`config.mk`:
```
export PLATFORM = sky130hd
export DESIGN_NAME = two_level_round_robin_arbiter
export DESIGN_NICKNAME = d
export VERILOG_FILES = /design/src/rtl/core/tlrr_pkg.sv /design/src/rtl/core/tlrr_pick.sv /design/src/rtl/core/two_level_round_robin_arbiter.sv
export SDC_FILE = /design/constraint.sdc
export NUM_CORES = 1
export LEC_CHECK = 0
export BUFFER_PORTS_ARGS = -buffer_cell sky130_fd_sc_hd__buf_2
export CAP_MARGIN = 30
export CORE_MARGIN = 10
export CORE_UTILIZATION = 55
export DETAILED_ROUTE_END_ITERATION = 12
export PLACE_DENSITY = 0.73
export SETUP_SLACK_MARGIN = 0.1
export SLEW_MARGIN = 20
export SYNTH_ARGS = -nofsm -noshare
export SYNTH_HDL_FRONTEND = slang
export SYNTH_SLANG_ARGS = --single-unit
```
`constraint.sdc`:
```
create_clock -name clk_i -period 11.75 [get_ports clk_i]
set_input_delay 0 -clock clk_i [delete_from_list [all_inputs] [get_ports clk_i]]
set_output_delay 0 -clock clk_i [all_outputs]
set_load 0.02 [all_outputs]
```
`src/rtl/core/tlrr_pkg.sv`:
```
// ----------------------------------------------------------------------------
// tlrr_pkg: shared definitions for the two-level round-robin arbiter
// Field widths, stream packing and default sizes used by the arbiter and its checker.
// ----------------------------------------------------------------------------
`default_nettype none

package tlrr_pkg;

  // Default sizes
  localparam int unsigned SLICES_DEF = 2;
  localparam int unsigned PORTS_DEF  = 32;

  // Item field widths
  localparam int unsigned SLICE_FIELD_W = 1;
  localparam int unsigned PORT_FIELD_W  = 5;
  localparam int unsigned GPORT_FIELD_W = 6;

  // Stream packing: input tdata = {pad, local_port, slice_index}
  localparam int unsigned IN_DATA_W  = 8;
  localparam int unsigned IN_SLICE_LSB = 0;
  localparam int unsigned IN_PORT_LSB  = IN_SLICE_LSB + SLICE_FIELD_W;

  // Output tdata = {pad, requests_remain, granted_port, granted_slice, grant_found}
  localparam int unsigned OUT_DATA_W     = 16;
  localparam int unsigned OUT_FOUND_BIT  = 0;
  localparam int unsigned OUT_SLICE_BIT  = 1;
  localparam int unsigned OUT_GPORT_LSB  = 2;
  localparam int unsigned OUT_REMAIN_BIT = OUT_GPORT_LSB + GPORT_FIELD_W;

  // Item kind carried in tuser
  typedef enum logic {
    ACT_REQUEST   = 1'b0,
    ACT_ARBITRATE = 1'b1
  } action_e;

  // Registered input item
  typedef struct packed {
    action_e                  action;
    logic [SLICE_FIELD_W-1:0] slice_index;
    logic [PORT_FIELD_W-1:0]  local_port;
  } in_item_t;

  // Result item
  typedef struct packed {
    logic                     requests_remain;
    logic [GPORT_FIELD_W-1:0] granted_port;
    logic [SLICE_FIELD_W-1:0] granted_slice;
    logic                     grant_found;
  } out_item_t;

endpackage

`default_nettype wire

```
`src/rtl/core/tlrr_pick.sv`:
```
// ----------------------------------------------------------------------------
// tlrr_pick: round-robin picker
// Finds the first set request bit after a pointer, wrapping around.
// ----------------------------------------------------------------------------
`default_nettype none

module tlrr_pick #(
  parameter int unsigned N = 2
) (
  input  logic [N-1:0]                  req_i,
  input  logic [(N > 1 ? $clog2(N) : 1)-1:0] ptr_i,
  output logic                          found_o,
  output logic [(N > 1 ? $clog2(N) : 1)-1:0] idx_o
);

  localparam int unsigned IW = (N > 1) ? $clog2(N) : 1;

  logic [N-1:0]  upper;
  logic [N-1:0]  masked;
  logic [IW-1:0] idx_hi;
  logic [IW-1:0] idx_lo;

  // Mark requests strictly above the pointer
  always_comb begin
    for (int unsigned i = 0; i < N; i++) begin
      upper[i] = (IW'(i) > ptr_i);
    end
    masked = req_i & upper;
  end

  // Lowest set bit of both the masked and the full vector
  always_comb begin
    idx_hi = '0;
    idx_lo = '0;
    for (int i = N - 1; i >= 0; i--) begin
      if (masked[i]) begin
        idx_hi = IW'(i);
      end
      if (req_i[i]) begin
        idx_lo = IW'(i);
      end
    end
  end

  // Prefer the wrap-free hit, else wrap to the lowest request
  assign found_o = |req_i;
  assign idx_o   = (|masked) ? idx_hi : idx_lo;

endmodule

`default_nettype wire

```
`src/rtl/core/two_level_round_robin_arbiter.sv`:
```
// ----------------------------------------------------------------------------
// two_level_round_robin_arbiter: slice-then-port round-robin arbiter
// Holds pending request bits per slice and port and grants at most one per arbitrate item.
// ----------------------------------------------------------------------------
// Usage:
//   s_axis carries items: tuser = 0 posts a request for (slice_index,
//   local_port), tuser = 1 arbitrates once. A request item makes no result;
//   an arbitrate item makes exactly one result on m_axis.
//   An accepted item is held in an input register and resolved, once it can
//   retire, against the request bits and pointers, which update at the edge
//   that ends that cycle; its result is loaded into the output register at
//   that same edge, which raises m_axis_tvalid_o.
//   One item per cycle is sustained unless an arbitrate item waits on a
//   stalled result: the slice pick and port pick are single-pass priority
//   encoders, and each item sees the state left by the one before it.
//   If m_axis stalls, a result waits in the output register; request items
//   keep flowing, and the next arbitrate item waits in the input register,
//   which drops s_axis_tready_o until the result is taken.
//   Reset clears all request bits, points the slice pointer at the last
//   slice and each port pointer at the last port, and empties both registers.
// ----------------------------------------------------------------------------
`default_nettype none

module two_level_round_robin_arbiter #(
  parameter int unsigned SLICES = tlrr_pkg::SLICES_DEF,
  parameter int unsigned PORTS  = tlrr_pkg::PORTS_DEF
) (
  input  logic                             clk_i,
  input  logic                             rst_ni,
  // tdata: [0] slice_index, [5:1] local_port, [7:6] zero
  input  logic [tlrr_pkg::IN_DATA_W-1:0]   s_axis_tdata_i,
  // tuser: [0] action
  input  logic                             s_axis_tuser_i,
  input  logic                             s_axis_tvalid_i,
  output logic                             s_axis_tready_o,
  // tdata: [0] grant_found, [1] granted_slice, [7:2] granted_port,
  //        [8] requests_remain, [15:9] zero
  output logic [tlrr_pkg::OUT_DATA_W-1:0]  m_axis_tdata_o,
  output logic                             m_axis_tvalid_o,
  input  logic                             m_axis_tready_i
);

  import tlrr_pkg::*;

  localparam int unsigned SW = (SLICES > 1) ? $clog2(SLICES) : 1;
  localparam int unsigned PW = (PORTS > 1) ? $clog2(PORTS) : 1;

  // Input register
  logic     in_valid_q;
  in_item_t in_item_q;

  // Result register
  logic      out_valid_q;
  out_item_t out_item_q, out_item_d;

  // Arbitration state
  logic [PORTS-1:0] req_q [SLICES];
  logic [PORTS-1:0] req_d [SLICES];
  logic [SW-1:0]    last_slice_q, last_slice_d;
  logic [PW-1:0]    port_ptr_q [SLICES];
  logic [PW-1:0]    port_ptr_d [SLICES];

  // Picker wires
  logic [SLICES-1:0] slice_any;
  logic              slice_found;
  logic [SW-1:0]     sel_slice;
  logic              port_found;
  logic [PW-1:0]     sel_port;

  logic out_free;
  logic proc;
  logic is_arb;
  logic req_ok;
  logic any_left;

  // Handshake: advance the input register when its item can retire
  assign is_arb          = (in_item_q.action == ACT_ARBITRATE);
  assign out_free        = !out_valid_q || m_axis_tready_i;
  assign proc            = in_valid_q && (!is_arb || out_free);
  assign s_axis_tready_o = !in_valid_q || proc;

  // Capture an accepted item
  always_ff @(posedge clk_i or negedge rst_ni) begin
    if (!rst_ni) begin
      in_valid_q <= 1'b0;
    end else if (s_axis_tready_o) begin
      in_valid_q <= s_axis_tvalid_i;
    end
  end

  always_ff @(posedge clk_i) begin
    if (s_axis_tready_o && s_axis_tvalid_i) begin
      in_item_q.action      <= action_e'(s_axis_tuser_i);
      in_item_q.slice_index <= s_axis_tdata_i[IN_SLICE_LSB +: SLICE_FIELD_W];
      in_item_q.local_port  <= s_axis_tdata_i[IN_PORT_LSB +: PORT_FIELD_W];
    end
  end

  // Slice level: any pending request per slice
  always_comb begin
    for (int unsigned s = 0; s < SLICES; s++) begin
      slice_any[s] = |req_q[s];
    end
  end

  tlrr_pick #(.N(SLICES)) u_slice_pick (
    .req_i   (slice_any),
    .ptr_i   (last_slice_q),
    .found_o (slice_found),
    .idx_o   (sel_slice)
  );

  // Port level within the chosen slice
  tlrr_pick #(.N(PORTS)) u_port_pick (
    .req_i   (req_q[sel_slice]),
    .ptr_i   (port_ptr_q[sel_slice]),
    .found_o (port_found),
    .idx_o   (sel_port)
  );

  // Range check for a posted request
  assign req_ok = (32'(in_item_q.slice_index) < SLICES) &&
                  (32'(in_item_q.local_port) < PORTS);

  // Next state: set a posted bit, or clear the granted one and move the pointers to it
  always_comb begin
    last_slice_d = last_slice_q;
    for (int unsigned s = 0; s < SLICES; s++) begin
      req_d[s]      = req_q[s];
      port_ptr_d[s] = port_ptr_q[s];
      for (int unsigned p = 0; p < PORTS; p++) begin
        if (proc && !is_arb && req_ok &&
            (32'(in_item_q.slice_index) == s) && (32'(in_item_q.local_port) == p)) begin
          req_d[s][p] = 1'b1;
        end
        if (proc && is_arb && slice_found && port_found &&
            (sel_slice == SW'(s)) && (sel_port == PW'(p))) begin
          req_d[s][p] = 1'b0;
        end
      end
      if (proc && is_arb && slice_found && port_found && (sel_slice == SW'(s))) begin
        port_ptr_d[s] = sel_port;
      end
    end
    if (proc && is_arb && slice_found && port_found) begin
      last_slice_d = sel_slice;
    end
  end

  // Pending requests after this item
  always_comb begin
    any_left = 1'b0;
    for (int unsigned s = 0; s < SLICES; s++) begin
      any_left = any_left | (|req_d[s]);
    end
  end

  // Result of an arbitrate item
  always_comb begin
    out_item_d                 = '0;
    out_item_d.requests_remain = any_left;
    if (slice_found && port_found) begin
      out_item_d.grant_found   = 1'b1;
      out_item_d.granted_slice = SLICE_FIELD_W'(sel_slice);
      out_item_d.granted_port  = GPORT_FIELD_W'(32'(sel_slice) * PORTS + 32'(sel_port));
    end
  end

  // Hold arbitration state
  always_ff @(posedge clk_i or negedge rst_ni) begin
    if (!rst_ni) begin
      last_slice_q <= SW'(SLICES - 1);
      for (int unsigned s = 0; s < SLICES; s++) begin
        req_q[s]      <= '0;
        port_ptr_q[s] <= PW'(PORTS - 1);
      end
    end else begin
      last_slice_q <= last_slice_d;
      for (int unsigned s = 0; s < SLICES; s++) begin
        req_q[s]      <= req_d[s];
        port_ptr_q[s] <= port_ptr_d[s];
      end
    end
  end

  // Result register: load on an arbitrate item, drop when taken
  always_ff @(posedge clk_i or negedge rst_ni) begin
    if (!rst_ni) begin
      out_valid_q <= 1'b0;
    end else if (proc && is_arb) begin
      out_valid_q <= 1'b1;
    end else if (m_axis_tready_i) begin
      out_valid_q <= 1'b0;
    end
  end

  always_ff @(posedge clk_i) begin
    if (proc && is_arb) begin
      out_item_q <= out_item_d;
    end
  end

  assign m_axis_tvalid_o = out_valid_q;
  assign m_axis_tdata_o  = {{(OUT_DATA_W - OUT_REMAIN_BIT - 1){1'b0}},
                            out_item_q.requests_remain,
                            out_item_q.granted_port,
                            out_item_q.granted_slice,
                            out_item_q.grant_found};

endmodule

`default_nettype wire

```
Word level (Yosys, flattened, before mapping)
Cells that the tools add are included.
- register bits: 93
- add/subtract/negate cells: 1
- $lt $le $gt $ge: 35
- equality and inequality tests: 62
- muxes and demuxes: 207
- bitwise gates (word level): 6
- reduce and logical (&&, ||, !) cells: 156
- operator list (operator ; number):
    two-way mux 5 bit ; 68
    OR reduction 32 bit ; 6
    == test 5 bit (second input constant) ; 32
    logical AND 1 bit ; 139
    two-way mux 1 bit ; 136
    two-way mux 32 bit ; 3
    == test 5 x 4 -> 1 bit (second input constant) ; 16
    greater-than comparator 5 bit (first input constant) ; 16
    OR reduction 64 bit ; 1
    == test 5 x 3 -> 1 bit (second input constant) ; 8
    greater-than comparator 4 x 5 -> 1 bit (first input constant) ; 8
    bitwise AND 32 bit ; 1
    == test 5 x 2 -> 1 bit (second input constant) ; 4
    greater-than comparator 3 x 5 -> 1 bit (first input constant) ; 4
    == test 5 x 1 -> 1 bit (second input constant) ; 2
    greater-than comparator 1 x 5 -> 1 bit (first input constant) ; 2
    greater-than comparator 2 x 5 -> 1 bit (first input constant) ; 2
    zero test 5 bit ; 2
    adder 6 x 5 -> 6 bit ; 1
    zero test 1 bit ; 3
    logical OR 1 bit ; 3
    bitwise AND 2 bit ; 1
    >= comparator 2 bit (second input constant) ; 1
    greater-than comparator 1 bit (first input constant) ; 2
    other kinds (5) ; 6

Depth between registers and ports, before layout
- word-level depth: 49
- gate-level depth with buffers: 18
- depth with buffers taken out: 15

Cells and area by module
From an unflattened synthesis, not the netlist that was laid out.
- cell total of the unflattened synthesis: 635
- area total of the unflattened synthesis: 5871.9 um^2
- by module, submodules not included (module ; times used ; cells each ; area each (um^2) ; seq. area each (um^2)):
    two_level_round_robin_arbiter ; 1 ; 413 ; 4570.6 ; 2391.0
    tlrr_pick at u_port_pick ; 1 ; 220 ; 1287.5 ; 0.0
    tlrr_pick at u_slice_pick ; 1 ; 2 ; 13.8 ; 0.0

Worst setup path before layout
No wires, ideal clock.
- path kind: register to register
- from: register req_q[9] (netlist name)
- to: register out_item_q (netlist bit m_axis_tdata_o[8]), data pin
- library setup time: 272 ps
- data arrival time: 4312 ps
- required time: 11478 ps
- path slack: 7167 ps
- cell stages (with the launch flop): 17
- clock period less this slack: 4583 ps
- cells stage by stage: dfrtp_1 -> buf_6 -> or4_4 -> nand4bb_1 -> or2_1 -> buf_6 -> nand2_8 -> inv_4 -> o32a_1 -> or2_1 -> o31a_1 -> a22oi_4 -> a21oi_2 -> or4_1 -> nor4b_2 -> nand4_1 -> or4_1
- RTL lines (what ; RTL line ; text):
    start, declared ; two_level_round_robin_arbiter.sv:57 ; logic [PORTS-1:0] req_q [SLICES];
    start signal, assigned by index ; two_level_round_robin_arbiter.sv:180 ; req_q[s] <= req_d[s];
    end signal, assigned ; two_level_round_robin_arbiter.sv:199 ; out_item_q <= out_item_d;
    end, declared ; two_level_round_robin_arbiter.sv:54 ; out_item_t out_item_q, out_item_d;

==> impl_metrics.ini <==
[clock_network]
cts_sinks = 92
path_clk_slew_ns = 0.07
tritoncts = yes
worstSkewPairLatency_ns = 0.36
root_buffer = clkbuf_16
cts_setup_buffers = 0
cts_made_buffers = 9
cts_max_level = 3
cts_buffer_depth = 2

[floorplan]
start_util_pct = 56.7
num_rows = 39
design.core.area_um2 = 11500
ioPinCount = 31
die_w_um = 129
die_y_um = 129
die-area_um2 = 16600

[sta]
min_period_ns = 5.83
rsz0062_at_grt = false
slew_viol_final = 0
skew_ns = 0.0109
clock.fmax_mhz = 172
setup_violations = 0
slew-limit-headroom_pct = 36.3
fin_setup_tns_ns = 0
tightestPinTransition_ns = 0.949
fin_crit_sh_pct = 49.6
finalHoldViolations = 0

[synthesis]
synthFlopType = dfrtp_1
yosys.area_share.adder_pct = 0
syn_area_um2 = 6530
syn_inst = 822
yosysSeqAreaShare_pct = 36.6
synth-edff-count = 15
ys_types = 79
synth_warnings = 0
synth_simple_gate_area_share_pct = 23.1
avgSynthCellArea_um2 = 7.95
synth_top_family_by_area = compound AO/OA/AOI/OAI gates
muxShareOfSynthArea_pct = 1.44
synthArstFlopShare_pct = 83.7
synth_compound_area_share_pct = 33.5
synth_xor_area_share_pct = 0
synth_seq_cells = 92

[power_and_ir_drop]
irDropWorstVdd_mv = 0.158
power_density_nw_per_um2 = 218
power_mw = 1.54
leakagePower_nw = 2.48

[global_route]
grt_max_degree = 78
grt_overflow_total = 0
grt_pass1_wl_mm = 36.7
antenna_found_initial = 0
grt.total_usage_pct = 28.3
grt_pass1_vias = 6562

[placement]
gp_congestion = 1.02
port-buffer-count = 21
hpwl_mm = 17.6

[finish]
flow.area_growth_from_synthesis_pct = 8.12
drive_gt1_share_pct = 10.1
final_nets = 841
layout_common_cells = a21oi_1 (160), dfrtp_1 (66), nand2_1 (65)
layout.cells.most_common = a21oi_1
antenna_cells = 0

[critical_path]
path_class = flip-flop to flip-flop
cp.required_ns = 11.84
cp-end-kind = flip-flop
crit_arrival_ns = 5.91
worstPathMaxFanout = 23
cp-start-kind = flip-flop

[worst_hold_path]
worstHoldPathType = input pin to async pin

[detailed_routing]
ant_nets = 0
dr_total_vias = 7198
drt_first_pass_iters = 8
via_per_inst = 7.38
drt-total-wl_mm = 23.8
drcViolationCount = 0
wl_per_cell_um = 24.4
drtIter0Drc = 1328

[run_status]
outcome = complete, no violations

[flow_run]
drv_cap = 0
timing repair:
item / 4_1_cts / 5_1_grt
hold buffers: 10 / 0
resized for setup: 0 / 0
hold endpoints to repair: 75 / 0
report_power, final:
group / internal (mW) / switching (mW)
Sequential: 0.405 / 0.171
Combinational: 0.210 / 0.474
Clock: 0.148 / 0.132
layer usage:
metal  vias to the layer above  wire [µm]  global-route usage, %
met3                        96       3070                   6.08
met1                      3404       9280                   37.9
met4                         0       1190                   14.4
li1                       3152          -                      -
met5                         -          0                      0
met2                       546      10200                   42.4
path summary, 6_finish.rpt:
path                                              from                          end  slack [ns]  cells after the start
setup reg to reg                   req_q[49]$_DFF_PN0_  m_axis_tdata_o[8]$_DFFE_PP_        5.92                     15
setup / recovery                   req_q[49]$_DFF_PN0_  m_axis_tdata_o[8]$_DFFE_PP_        5.92                     15
max in group asynchronous                       rst_ni          req_q[39]$_DFF_PN0_       11.14                      3
min in group clk_i                   s_axis_tdata_i[1]       in_item_q[0]$_DFFE_PP_        0.35                      2
hold reg to reg            m_axis_tvalid_o$_DFFE_PN0P_  m_axis_tvalid_o$_DFFE_PN0P_        0.50                      2
hold / removal                                  rst_ni          req_q[14]$_DFF_PN0_        0.05                      2
final cells by class:
cell class,instances,area [µm²]
multi-input cells,661,3820
clock buffers,10,229
fillers,1036,4450
well taps,143,179
inverters,24,92.6
repair buffers,40,293
clock inverters,6,52.6
flip-flops and latches,92,2390
stage by stage:
step / util [%] / instance area (µm²) / setup slack [ns] / instances / hold WS (ns)
global placement: 57.6 / 6640 / 6.15 / 947 / 0.178
finish: 61.3 / 7060 / 5.92 / 976 / 0.0480
CTS: 61.0 / 7020 / 6.07 / 974 / 0.350
detailed placement: 57.7 / 6640 / 6.09 / 948 / 0.178
floorplan: - / 6550 / 7.17 / 828 / -0.296
global route: 61.3 / 7060 / 5.45 / 976 / 0.0789
cells by family (layout without fill, tap and decap cells):
logic type	after synthesis	after routing
muxes	9	9
DFF	92	92
other	1	7
and+or+nand+nor	292	292
AOI/OAI and AO/OA	353	353
buffers and inverters	75	80
state kept, by name, indices dropped and copies added, names as in the netlist:
register / flops
in_valid_q: 1
last_slice_q: 1
m_axis_tdata_o: 8
port_ptr_q: 10
m_axis_tvalid_o: 1
in_item_q: 6
is_arb: 1
req_q: 64
cells in the mapped netlist (9+ instances only):
library cell | n | area share (%)
a21oi_1 | 160 | 12
a21boi_0 | 10 | 1.1
a21o_1 | 9 | 1.0
nand2b_1 | 14 | 1.3
dfrtp_1 | 66 | 25
nor3_1 | 42 | 3.2
nand3_1 | 17 | 1.3
edfxtp_1 | 15 | 6.9
clkbuf_1 | 33 | 1.9
nor2_1 | 61 | 3.5
dfstp_2 | 11 | 4.4
inv_1 | 21 | 1.2
buf_4 | 11 | 1.3
nor2b_1 | 10 | 0.96
nand2_1 | 65 | 3.7
o211ai_1 | 11 | 1.3
nor4_1 | 30 | 2.9
nand4_1 | 11 | 1.1
a31oi_1 | 20 | 1.9
o21ai_0 | 49 | 3.8
worst max-delay path: stages (launching register included):
cell and delay (ns):
dfrtp_1 0.52, nor4_1 0.51, nand4_1 0.32, o21ai_2 0.48, nand2_8 0.22, inv_4 0.24
o32a_1 0.22, or2_1 0.18, o32a_2 0.34, inv_1 0.30, nor3_1 0.49, a21oi_1 0.18
or4_1 0.60, nor4b_2 0.26, nand4_1 0.12, or4_1 0.55
Power figures use the tool's default switching activity.
